**src/sv/mer_pkg.sv**
```systemverilog
`timescale 1ns / 1ps
// ----------------------------------------------------------------------------
// mer_pkg: shared constants for the midpoint ellipse rasterizer
// Field widths, configuration register indexes and reset values.
// ----------------------------------------------------------------------------
package mer_pkg;

  // Payload and configuration widths
  localparam int AXIS_W    = 10;
  localparam int COORD_W   = 11;
  localparam int CFG_IDX_W = 1;

  // Datapath widths: squares of an axis, multiplier operands, wide accumulators
  localparam int SQ_W   = 2 * AXIS_W;
  localparam int MUL_W  = 24;
  localparam int WIDE_W = 48;

  // Configuration register indexes
  localparam logic [CFG_IDX_W-1:0] REG_SEMI_AXIS_X = 1'b0;
  localparam logic [CFG_IDX_W-1:0] REG_SEMI_AXIS_Y = 1'b1;

  // Configuration reset values
  localparam logic [AXIS_W-1:0] SEMI_AXIS_X_RST = 10'd350;
  localparam logic [AXIS_W-1:0] SEMI_AXIS_Y_RST = 10'd250;

endpackage

```
**src/sv/mer_in_if.sv**
```systemverilog
`timescale 1ns / 1ps
// ----------------------------------------------------------------------------
// mer_in_if: command channel of the ellipse rasterizer
// Valid/ready channel carrying one restart-or-advance command per transfer.
// ----------------------------------------------------------------------------
interface mer_in_if;

  logic valid;
  logic ready;
  logic restart;

  modport source (output valid, output restart, input ready);
  modport sink   (input valid, input restart, output ready);

endinterface

```
**src/sv/mer_out_if.sv**
```systemverilog
`timescale 1ns / 1ps
// ----------------------------------------------------------------------------
// mer_out_if: pixel channel of the ellipse rasterizer
// Valid/ready channel carrying one mirrored outline pixel per transfer.
// ----------------------------------------------------------------------------
interface mer_out_if import mer_pkg::*; ();

  logic                      valid;
  logic                      ready;
  logic signed [COORD_W-1:0] point_x;
  logic signed [COORD_W-1:0] point_y;
  logic                      last_of_set;
  logic                      outline_done;

  modport source (output valid, output point_x, output point_y, output last_of_set,
                  output outline_done, input ready);
  modport sink   (input valid, input point_x, input point_y, input last_of_set,
                  input outline_done, output ready);

endinterface

```
**src/sv/midpoint_ellipse_rasterizer.sv**
```systemverilog
`timescale 1ns / 1ps
// ----------------------------------------------------------------------------
// midpoint_ellipse_rasterizer: two-region midpoint ellipse walker
// Walks the outline of an origin-centred ellipse, one point per advance command.
// ----------------------------------------------------------------------------
// Usage:
//   cfg_write/cfg_index/cfg_data set semi-axes a (index 0) and b (index 1);
//   they are sampled at the next restart command.
//   in_ch carries commands: restart=1 reloads the walk at (0,b) and yields no
//   pixels; restart=0 advances one outline point and yields four mirrored
//   pixels on out_ch in the order (x,y), (x,-y), (-x,-y), (-x,y), the fourth
//   flagged last_of_set. outline_done marks the final set of the ellipse.
//   An advance with no walk active is absorbed with no pixels.
// Timing: one command at a time; in_ch.ready is high only when idle.
//   All arithmetic goes through one shared 24x24 multiplier and one 48-bit
//   adder, one operation per cycle under the sequencer.
//   A restart runs the square, gradient and decision states; an advance in an
//   active walk runs its region's update states (the region change needs five
//   multiplies), then offers four pixels. The next command is taken once the
//   sequencer is back in idle.
// Stall: a pixel holds on out_ch until taken; the sequencer waits with it.
// Reset: synchronous rst returns the semi-axes to 350/250 and the walk to
//   idle; the first advance needs a restart before it yields pixels.
// ----------------------------------------------------------------------------
module midpoint_ellipse_rasterizer import mer_pkg::*; (
  input  logic                 clk,
  input  logic                 rst,
  mer_in_if.sink               in_ch,
  mer_out_if.source            out_ch,
  input  logic                 cfg_write,
  input  logic [CFG_IDX_W-1:0] cfg_index,
  input  logic [AXIS_W-1:0]    cfg_data
);

  localparam int ST_W = 27;

  typedef enum logic [ST_W-1:0] {
    S_IDLE   = 27'd1 << 0,
    S_RS_M0  = 27'd1 << 1,
    S_RS_M1  = 27'd1 << 2,
    S_RS_M2  = 27'd1 << 3,
    S_RS_A0  = 27'd1 << 4,
    S_RS_A1  = 27'd1 << 5,
    S_RS_DIV = 27'd1 << 6,
    S_R1_CMP = 27'd1 << 7,
    S_R1_GX  = 27'd1 << 8,
    S_R1_D0  = 27'd1 << 9,
    S_R1_D1  = 27'd1 << 10,
    S_R1_GY  = 27'd1 << 11,
    S_R1_D2  = 27'd1 << 12,
    S_TR_M0  = 27'd1 << 13,
    S_TR_M1  = 27'd1 << 14,
    S_TR_M2  = 27'd1 << 15,
    S_TR_M3  = 27'd1 << 16,
    S_TR_M4  = 27'd1 << 17,
    S_TR_M5  = 27'd1 << 18,
    S_TR_DIV = 27'd1 << 19,
    S_R2_GY  = 27'd1 << 20,
    S_R2_D0  = 27'd1 << 21,
    S_R2_D1  = 27'd1 << 22,
    S_R2_GX  = 27'd1 << 23,
    S_R2_D2  = 27'd1 << 24,
    S_R2_FIN = 27'd1 << 25,
    S_EMIT   = 27'd1 << 26
  } state_t;

  typedef enum logic [1:0] {
    PH_IDLE = 2'd0,
    PH_ONE  = 2'd1,
    PH_TWO  = 2'd2
  } phase_t;

  // Configuration
  logic [AXIS_W-1:0] axis_x;
  logic [AXIS_W-1:0] axis_y;

  // Control
  state_t     state;
  phase_t     phase;
  logic [1:0] emit_idx;
  logic       dneg;
  logic       done_flag;

  // Walk state
  logic signed [COORD_W-1:0] cur_x;
  logic signed [COORD_W-1:0] cur_y;
  logic signed [COORD_W-1:0] emit_x;
  logic signed [COORD_W-1:0] emit_y;
  logic signed [WIDE_W-1:0]  decision;
  logic signed [WIDE_W-1:0]  grad_x;
  logic signed [WIDE_W-1:0]  grad_y;
  logic signed [WIDE_W-1:0]  acc;
  logic [SQ_W-1:0]           sq_a;
  logic [SQ_W-1:0]           sq_b;

  // Shared arithmetic unit
  logic [MUL_W-1:0]         mul_x;
  logic [MUL_W-1:0]         mul_y;
  logic [WIDE_W-1:0]        prod;
  logic signed [WIDE_W-1:0] add_a;
  logic signed [WIDE_W-1:0] add_b;
  logic                     add_sub;
  logic signed [WIDE_W-1:0] add_sum;

  logic                     in_xfer;
  logic                     out_xfer;
  logic [AXIS_W-1:0]        ty_abs;
  logic [MUL_W/2-1:0]       tx;
  logic                     y_le_zero;

  assign in_xfer   = in_ch.valid && in_ch.ready;
  assign out_xfer  = out_ch.valid && out_ch.ready;
  assign tx        = {cur_x, 1'b1};
  assign ty_abs    = (cur_y == '0) ? AXIS_W'(1) : AXIS_W'(cur_y - COORD_W'(1));
  assign y_le_zero = (cur_y <= 0);

  // Configuration registers
  always_ff @(posedge clk) begin
    if (rst) begin
      axis_x <= SEMI_AXIS_X_RST;
      axis_y <= SEMI_AXIS_Y_RST;
    end else if (cfg_write) begin
      unique case (cfg_index)
        REG_SEMI_AXIS_X: axis_x <= cfg_data;
        REG_SEMI_AXIS_Y: axis_y <= cfg_data;
        default: ;
      endcase
    end
  end

  // Multiplier operand select
  always_comb begin
    mul_x = '0;
    mul_y = '0;
    unique case (state)
      S_RS_M0: begin mul_x = MUL_W'(axis_x); mul_y = MUL_W'(axis_x); end
      S_RS_M1: begin mul_x = MUL_W'(axis_y); mul_y = MUL_W'(axis_y); end
      S_RS_M2: begin mul_x = MUL_W'(sq_a);   mul_y = MUL_W'(axis_y); end
      S_TR_M0: begin mul_x = MUL_W'(tx);     mul_y = MUL_W'(tx);     end
      S_TR_M1: begin mul_x = MUL_W'(sq_b);   mul_y = prod[MUL_W-1:0]; end
      S_TR_M2: begin mul_x = MUL_W'(ty_abs); mul_y = MUL_W'(ty_abs); end
      S_TR_M3: begin mul_x = MUL_W'(sq_a);   mul_y = prod[MUL_W-1:0]; end
      S_TR_M4: begin mul_x = MUL_W'(sq_a);   mul_y = MUL_W'(sq_b);   end
      default: ;
    endcase
  end

  // Registered multiplier
  always_ff @(posedge clk) begin
    prod <= mul_x * mul_y;
  end

  // Adder operand select
  always_comb begin
    add_a   = '0;
    add_b   = '0;
    add_sub = 1'b0;
    unique case (state)
      S_RS_A0: begin
        add_a   = WIDE_W'({sq_b, 2'b00});
        add_b   = $signed({prod[WIDE_W-3:0], 2'b00});
        add_sub = 1'b1;
      end
      S_RS_A1:  begin add_a = acc; add_b = WIDE_W'(sq_a); end
      S_RS_DIV, S_TR_DIV: begin
        // bias negative values so the shift truncates toward zero
        add_a = acc;
        add_b = acc[WIDE_W-1] ? WIDE_W'(3) : '0;
      end
      S_R1_CMP: begin add_a = grad_x; add_b = grad_y; add_sub = 1'b1; end
      S_R1_GX, S_R2_GX: begin add_a = grad_x; add_b = WIDE_W'({sq_b, 1'b0}); end
      S_R1_D0, S_R2_D2: begin add_a = decision; add_b = grad_x; end
      S_R1_D1:  begin add_a = decision; add_b = WIDE_W'(sq_b); end
      S_R1_GY, S_R2_GY: begin
        add_a   = grad_y;
        add_b   = WIDE_W'({sq_a, 1'b0});
        add_sub = 1'b1;
      end
      S_R1_D2, S_R2_D0: begin add_a = decision; add_b = grad_y; add_sub = 1'b1; end
      S_R2_D1:  begin add_a = decision; add_b = WIDE_W'(sq_a); end
      S_TR_M2:  begin add_a = $signed(prod); end
      S_TR_M4:  begin add_a = acc; add_b = $signed({prod[WIDE_W-3:0], 2'b00}); end
      S_TR_M5: begin
        add_a   = acc;
        add_b   = $signed({prod[WIDE_W-3:0], 2'b00});
        add_sub = 1'b1;
      end
      default: ;
    endcase
  end

  assign add_sum = add_sub ? (add_a - add_b) : (add_a + add_b);

  // Sequencer and datapath registers
  always_ff @(posedge clk) begin
    if (rst) begin
      state     <= S_IDLE;
      phase     <= PH_IDLE;
      emit_idx  <= '0;
      dneg      <= 1'b0;
      done_flag <= 1'b0;
      grad_x    <= '0;
      grad_y    <= '0;
      decision  <= '0;
      cur_x     <= '0;
      cur_y     <= '0;
    end else begin
      unique case (state)
        S_IDLE: begin
          if (in_xfer) begin
            dneg <= decision[WIDE_W-1];
            if (in_ch.restart) begin
              state <= S_RS_M0;
            end else begin
              unique case (phase)
                PH_ONE: begin
                  emit_x <= cur_x;
                  emit_y <= cur_y;
                  state  <= S_R1_CMP;
                end
                PH_TWO:  state <= S_R2_GY;
                default: state <= S_IDLE;
              endcase
            end
          end
        end
        // restart: squares, initial gradient and decision
        S_RS_M0: state <= S_RS_M1;
        S_RS_M1: begin
          sq_a  <= prod[SQ_W-1:0];
          state <= S_RS_M2;
        end
        S_RS_M2: begin
          sq_b  <= prod[SQ_W-1:0];
          state <= S_RS_A0;
        end
        S_RS_A0: begin
          grad_y <= $signed({prod[WIDE_W-2:0], 1'b0});
          acc    <= add_sum;
          state  <= S_RS_A1;
        end
        S_RS_A1: begin
          acc   <= add_sum;
          state <= S_RS_DIV;
        end
        S_RS_DIV: begin
          decision <= add_sum >>> 2;
          cur_x    <= '0;
          cur_y    <= COORD_W'(axis_y);
          grad_x   <= '0;
          phase    <= PH_ONE;
          state    <= S_IDLE;
        end
        // region one step
        S_R1_CMP: begin
          done_flag <= 1'b0;
          state     <= add_sum[WIDE_W-1] ? S_R1_GX : S_TR_M0;
        end
        S_R1_GX: begin
          grad_x <= add_sum;
          cur_x  <= cur_x + COORD_W'(1);
          state  <= S_R1_D0;
        end
        S_R1_D0: begin
          decision <= add_sum;
          state    <= S_R1_D1;
        end
        S_R1_D1: begin
          decision <= add_sum;
          state    <= dneg ? S_EMIT : S_R1_GY;
        end
        S_R1_GY: begin
          grad_y <= add_sum;
          cur_y  <= cur_y - COORD_W'(1);
          state  <= S_R1_D2;
        end
        S_R1_D2: begin
          decision <= add_sum;
          state    <= S_EMIT;
        end
        // region change: decision re-seeded from the midpoint below
        S_TR_M0: begin
          done_flag <= y_le_zero;
          state     <= S_TR_M1;
        end
        S_TR_M1: state <= S_TR_M2;
        S_TR_M2: begin
          acc   <= add_sum;
          state <= S_TR_M3;
        end
        S_TR_M3: state <= S_TR_M4;
        S_TR_M4: begin
          acc   <= add_sum;
          state <= S_TR_M5;
        end
        S_TR_M5: begin
          acc   <= add_sum;
          state <= S_TR_DIV;
        end
        S_TR_DIV: begin
          decision <= add_sum >>> 2;
          phase    <= done_flag ? PH_IDLE : PH_TWO;
          state    <= S_EMIT;
        end
        // region two step
        S_R2_GY: begin
          grad_y <= add_sum;
          cur_y  <= cur_y - COORD_W'(1);
          state  <= S_R2_D0;
        end
        S_R2_D0: begin
          decision <= add_sum;
          state    <= S_R2_D1;
        end
        S_R2_D1: begin
          decision <= add_sum;
          state    <= dneg ? S_R2_GX : S_R2_FIN;
        end
        S_R2_GX: begin
          grad_x <= add_sum;
          cur_x  <= cur_x + COORD_W'(1);
          state  <= S_R2_D2;
        end
        S_R2_D2: begin
          decision <= add_sum;
          state    <= S_R2_FIN;
        end
        S_R2_FIN: begin
          emit_x    <= cur_x;
          emit_y    <= cur_y;
          done_flag <= y_le_zero;
          phase     <= y_le_zero ? PH_IDLE : PH_TWO;
          state     <= S_EMIT;
        end
        // four mirrored pixels, one per transfer
        S_EMIT: begin
          if (out_xfer) begin
            emit_idx <= emit_idx + 2'd1;
            if (emit_idx == 2'd3) begin
              state <= S_IDLE;
            end
          end
        end
        default: state <= S_IDLE;
      endcase
    end
  end

  // Channel outputs
  assign in_ch.ready         = (state == S_IDLE);
  assign out_ch.valid        = (state == S_EMIT);
  assign out_ch.point_x      = emit_idx[1] ? -emit_x : emit_x;
  assign out_ch.point_y      = (emit_idx[0] ^ emit_idx[1]) ? -emit_y : emit_y;
  assign out_ch.last_of_set  = (emit_idx == 2'd3);
  assign out_ch.outline_done = done_flag;

`ifndef ASSERT_OFF
  // commands and pixels never overlap
  a_no_overlap: assert property (@(posedge clk) disable iff (rst)
    in_ch.ready |-> !out_ch.valid)
    else $error("command accepted while pixels pending");

  // the final pixel of the outline leaves the walk idle
  a_done_idle: assert property (@(posedge clk) disable iff (rst)
    out_xfer && out_ch.last_of_set && out_ch.outline_done |=> phase == PH_IDLE)
    else $error("walk still active after final set");

  // x gradient only grows from zero during region one
  a_gx_nonneg: assert property (@(posedge clk) disable iff (rst)
    phase == PH_ONE |-> !grad_x[WIDE_W-1])
    else $error("negative x gradient in region one");

  // a set always starts at the first mirror position
  a_set_start: assert property (@(posedge clk) disable iff (rst)
    $rose(out_ch.valid) |-> emit_idx == 2'd0)
    else $error("pixel set does not start at first mirror");
`endif

endmodule

```
**src/flat_wrapper.sv**
```systemverilog
// flat-port wrapper written by rule: the top's interface ports become plain ports
module midpoint_ellipse_rasterizer_flat import mer_pkg::*;
  (clk, rst, cfg_write, cfg_index, cfg_data, in_ch_valid, in_ch_restart, in_ch_ready, out_ch_valid, out_ch_point_x, out_ch_point_y, out_ch_last_of_set, out_ch_outline_done, out_ch_ready);
  mer_in_if in_ch_i ();
  mer_out_if out_ch_i ();
  input  logic clk;
  input  logic rst;
  input  logic cfg_write;
  input  logic [CFG_IDX_W-1:0] cfg_index;
  input  logic [AXIS_W-1:0] cfg_data;
  input wire logic [$bits(in_ch_i.valid)-1:0] in_ch_valid;
  input wire logic [$bits(in_ch_i.restart)-1:0] in_ch_restart;
  output wire logic [$bits(in_ch_i.ready)-1:0] in_ch_ready;
  output wire logic [$bits(out_ch_i.valid)-1:0] out_ch_valid;
  output wire logic [$bits(out_ch_i.point_x)-1:0] out_ch_point_x;
  output wire logic [$bits(out_ch_i.point_y)-1:0] out_ch_point_y;
  output wire logic [$bits(out_ch_i.last_of_set)-1:0] out_ch_last_of_set;
  output wire logic [$bits(out_ch_i.outline_done)-1:0] out_ch_outline_done;
  input wire logic [$bits(out_ch_i.ready)-1:0] out_ch_ready;
  assign in_ch_i.valid = in_ch_valid;
  assign in_ch_i.restart = in_ch_restart;
  assign in_ch_ready = in_ch_i.ready;
  assign out_ch_valid = out_ch_i.valid;
  assign out_ch_point_x = out_ch_i.point_x;
  assign out_ch_point_y = out_ch_i.point_y;
  assign out_ch_last_of_set = out_ch_i.last_of_set;
  assign out_ch_outline_done = out_ch_i.outline_done;
  assign out_ch_i.ready = out_ch_ready;
  midpoint_ellipse_rasterizer u_core (.clk(clk), .rst(rst), .in_ch(in_ch_i), .out_ch(out_ch_i), .cfg_write(cfg_write), .cfg_index(cfg_index), .cfg_data(cfg_data));
endmodule
```
**config.mk**
```make
export PLATFORM = sky130hd
export DESIGN_NAME = midpoint_ellipse_rasterizer_flat
export DESIGN_NICKNAME = d
export VERILOG_FILES = /design/src/sv/mer_pkg.sv /design/src/sv/mer_in_if.sv /design/src/sv/mer_out_if.sv /design/src/sv/midpoint_ellipse_rasterizer.sv /design/src/flat_wrapper.sv
export SDC_FILE = /design/constraint.sdc
export NUM_CORES = 2
export LEC_CHECK = 0
export BUFFER_PORTS_ARGS = -buffer_cell sky130_fd_sc_hd__buf_2
export CAP_MARGIN = 20
export CELL_PAD_IN_SITES_DETAIL_PLACEMENT = 0
export CELL_PAD_IN_SITES_GLOBAL_PLACEMENT = 1
export CORE_MARGIN = 3
export CORE_UTILIZATION = 54
export DETAILED_ROUTE_END_ITERATION = 8
export GPL_TIMING_DRIVEN = 0
export PLACE_DENSITY = 0.88
export SYNTH_ARGS = -nofsm -noshare
export SYNTH_HDL_FRONTEND = slang
export SYNTH_SLANG_ARGS = --single-unit
```
**constraint.sdc**
```tcl
create_clock -name clk -period 27.2 [get_ports clk]
set_input_delay 5.44 -clock clk [delete_from_list [all_inputs] [get_ports clk]]
set_output_delay 5.44 -clock clk [all_outputs]
set_load 0.01 [all_outputs]
```
==> metrics.md <==
| Metric | Value |
|---|---|
| Largest area contributor in the netlist | `fa_1` |
| Power Density | `about 30 nW/um^2` |
| Port bufs | `41` |
| Longest Clk Path Bufs | `3` |
| Ys async rst share | `0` |
| Peak Freq | `78.49 MHz` |
| Total grt overflow | `0` |
| Slew Viols, Final | `10` |
| Vias in the first global route | `around 34000` |
| Post-Layout Cell Count | `about 5300` |
| Switching power | `0.2848 mW` |
| CP max stage delay | `0.83 ns` |
| Placer Congestion | `approximately 1` |
| Initial Utilization | `0.5486` |
| TritonCTS clock tree | `yes` |
| Max cap viols | `0` |
| Comb power frac | `0.031` |
| Detail Route Antenna Nets | `0` |
| Post-synthesis area per instance | `8.440 sq um` |
| XOR/XNOR Fraction of Synth Area | `0.03934` |
| Delay-heaviest family, CP | `adder cells` |
| Buffer type at the clock tree root | `clkbuf_16` |
| First-pass GRT wire length | `208700 microns` |
| Synth Instances | `4296` |
| Slew at the pin with the worst max-slew slack | `roughly 1.6 ns` |
| Status | `finished with violations` |
| Antenna violations before repair | `6` |
| Hold buffers post-CTS | `0` |
| Sw Share | `0.2411` |
| Final worst-path cycle share | `0.4684` |
| Worst vdd ir | `0.00004242 V` |
| Synthesis Warnings | `0` |
| DRC | `89` |
| Most common cell after layout, fill and taps aside | `nand2_1` |
| Die Ht | `roughly 270 microns` |
| Number of synthesized flops with an enable pin | `110` |
| DP Wirelength | `108900 microns` |
| Post-layout util | `0.5914` |
| Slowest CP cell | `o21ai_0` |
| Failing checks | `DRC, slew limit` |
| Critical path data arrival time | `13.19 ns` |
| Ranking of synthesized cells by area | `fa_1 (22%), dfxtp_1 (15%), edfxtp_1 (9.1%), nand2_1 (7.5%), ha_1 (7.2%)` |
| Simple-Gate Fraction of Synth Area | `0.1920` |
| Area growth from synthesis to layout | `7.819%` |
| Post-CTS setup buffer count | `0` |
| Clock skew | `0.02777 ns` |
| H-Tree Depth | `2` |
| Critical Path End Type | `flop` |
| First-pass iteration count of the detailed router | `9` |
| Critical path class | `flop to flop` |
| Syn Nets | `4915` |
| Main flop type after synthesis | `dfxtp_1` |
| Synth cell types | `between 80 and 90` |
| Core area | `66100 sq um` |
| Gr usage total | `0.3919` |
| Cts repair resizes | `0` |
| Final setup violation count | `0` |
| Sequential cell area fraction in the yosys report | `0.2363` |
| Post-Synthesis Cell Area | `about 36000 sq um` |
| Cells after DPL | `5214` |
| DRT iter0 DRCs | `5251` |
| Fillers | `6174` |
| Worst hold path class | `flop to flop` |
| Largest net degree at the start of global routing | `26` |
| CP required | `about 28 ns` |
| Max transition margin | `-0.04239` |
| Synth Area in Adders | `0.2891` |
| Largest family of logic cells by synthesized area | `adder cells` |
| Clock period minus worst slack | `about 13 ns` |
| Clock-pin transition on the worst setup and hold timing paths | `0.06 ns` |
| Mux cell area share after synthesis | `0.001415` |
| CTS Buf Count | `41` |
| Post-Route WL | `between 100000 and 150000 microns` |
| DIE AREA | `70290 sq um` |
| Clock power frac | `0.484` |
| Total Power | `1.181 mW` |
| Final net count | `around 5000` |
| Die Wd | `between 200 and 300 microns` |
| Pint | `0.8964 mW` |
| Vias | `between 30000 and 40000` |
| WP buf/inv | `10` |
| # clock sinks | `~370` |
| Crit start category | `flop` |
| Share of post-route cells with drive strength above 1 | `0.04060` |
| Per-cell routed wire length | `26.14 microns` |
| TNS Setup | `0 ns` |
| Io pins | `43` |
| RSZ-0062 raised after global routing | `false` |
| Synth Area in Compound Gates | `0.1585` |
| Site row count | `94` |
| Seq cells post-synth | `373` |
| Leakage | `16.58 nW` |
| Clk_lat worst skew | `0.60 ns` |
| Flop pwr share | `0.486` |
| Area share of the largest cell type after synthesis | `0.2170` |
| Vias/cell | `6.459` |
| Worst Path Max Fanout | `10` |
| Most frequent cells in the layout | `nand2_1 (725), inv_1 (530), fa_1 (393)` |
| Fin. Hold Viols | `0` |
kinds of logic (layout without fill, tap and decap cells):
group,after synthesis,in the layout
adder cells (fa/ha/maj),602,602
buffers and inverters,790,927
XOR/XNOR,162,162
AND/OR/NAND/NOR,1549,1549
AO/OA/AOI/OAI,815,815
flip-flops,373,373
multiplexers,5,5
other,0,2
state kept, by name (all words and copies together) (netlist names):
register / flops
u_core.grad_x: 48
u_core.decision: 48
u_core.cur_x: 11
u_core.cur_y: 11
u_core.out_ch.outline_done: 1
u_core.axis_y: 10
u_core.emit_idx: 2
u_core.acc: 48
u_core.state: 27
u_core.prod: 44
u_core.emit_y: 11
u_core.emit_x: 11
u_core.sq_a: 20
u_core.phase: 2
u_core.axis_x: 10
u_core.sq_b: 20
u_core.dneg: 1
u_core.grad_y: 48
metrics by stage:
stage	hold WS, ns	cell area (sq um)	setup slack [ns]
floorplan	0.4317	36260	17.90
global placement	0.4391	37540	14.57
detailed placement	0.4452	37710	14.51
CTS	0.4531	39040	14.52
global route	0.4835	39090	13.86
finish	0.4555	39090	14.46
metal layers:
metal / vias to the layer above / global-route usage / wire length (microns) / share of wire
li1: 14790 / - / - / -
met1: 16640 / 0.4995 / 52160 / 0.38
met2: 2261 / 0.6170 / 61330 / 0.44
met3: 537 / 0.09278 / 15810 / 0.11
met4: 2 / 0.2202 / 9203 / 0.066
met5: - / 0 / 13 / 0.000094
worst paths after layout:
| kind | from | endpoint | slack, ns | depth (start not counted) |
|---|---|---|---|---|
| setup / recovery | u_core.state[14] | u_core.prod[39] | 14.46 | 40 |
| hold reg to reg | u_core.decision[4] | u_core.decision[4] | 0.46 | 2 |
| hold / removal | u_core.decision[4] | u_core.decision[4] | 0.46 | 2 |
| setup reg to reg | u_core.state[14] | u_core.prod[39] | 14.46 | 40 |
worst register-to-register path: cells and delay by family, from the launching register on:
family                   cells  cell delay [ns]
AO/OA/AOI/OAI               13             3.73
buffers and inverters       10             1.87
adder cells (fa/ha/maj)      8             3.87
XOR/XNOR                     1             0.35
AND/OR/NAND/NOR              8             2.41
flip-flops                   1             0.36
power by group through the flow:
stage / Clock, mW / Combinational [mW] / Sequential (mW)
floorplan: 0 / 0.0196 / 0.584
global placement: 0 / 0.0347 / 0.586
detailed placement: 0 / 0.0348 / 0.586
CTS: 0.571 / 0.0349 / 0.573
global route: 0.591 / 0.0376 / 0.573
finish: 0.571 / 0.0362 / 0.573
final cells by class:
cell class | instances | area, sq um | area share
well taps | 864 | 1081 | 0.02765
repair buffers | 61 | 397.9 | 0.01018
diodes | 2 | 5.005 | 0.0001280
multi-input cells | 3133 | 24690 | 0.6317
flip-flops and latches | 373 | 8568 | 0.2192
inverters | 530 | 1989 | 0.05089
plain buffers | 260 | 1032 | 0.02640
clock inverters | 19 | 178.9 | 0.004577
clock buffers | 57 | 1147 | 0.02935
cells in the mapped netlist, drive strengths merged (13+ instances only):
cell type    n
and2        24
o21a        18
nand4       38
edfxtp     110
a221o       26
and3        39
or3         18
a21oi      240
ha         209
nor2       372
nand2b      32
and4        20
xor2        42
a22oi       85
clkbuf     211
a22o        20
nand2      726
a222oi     119
inv        530
xnor2      120
o21ai      106
a31oi       18
o21bai      15
fa         393
nor4        31
a211oi      13
buf         49
nor3        41
nor2b       23
a21o        42
dfxtp      263
a311oi      35
nand3      130
Power figures use the tool's default switching activity.
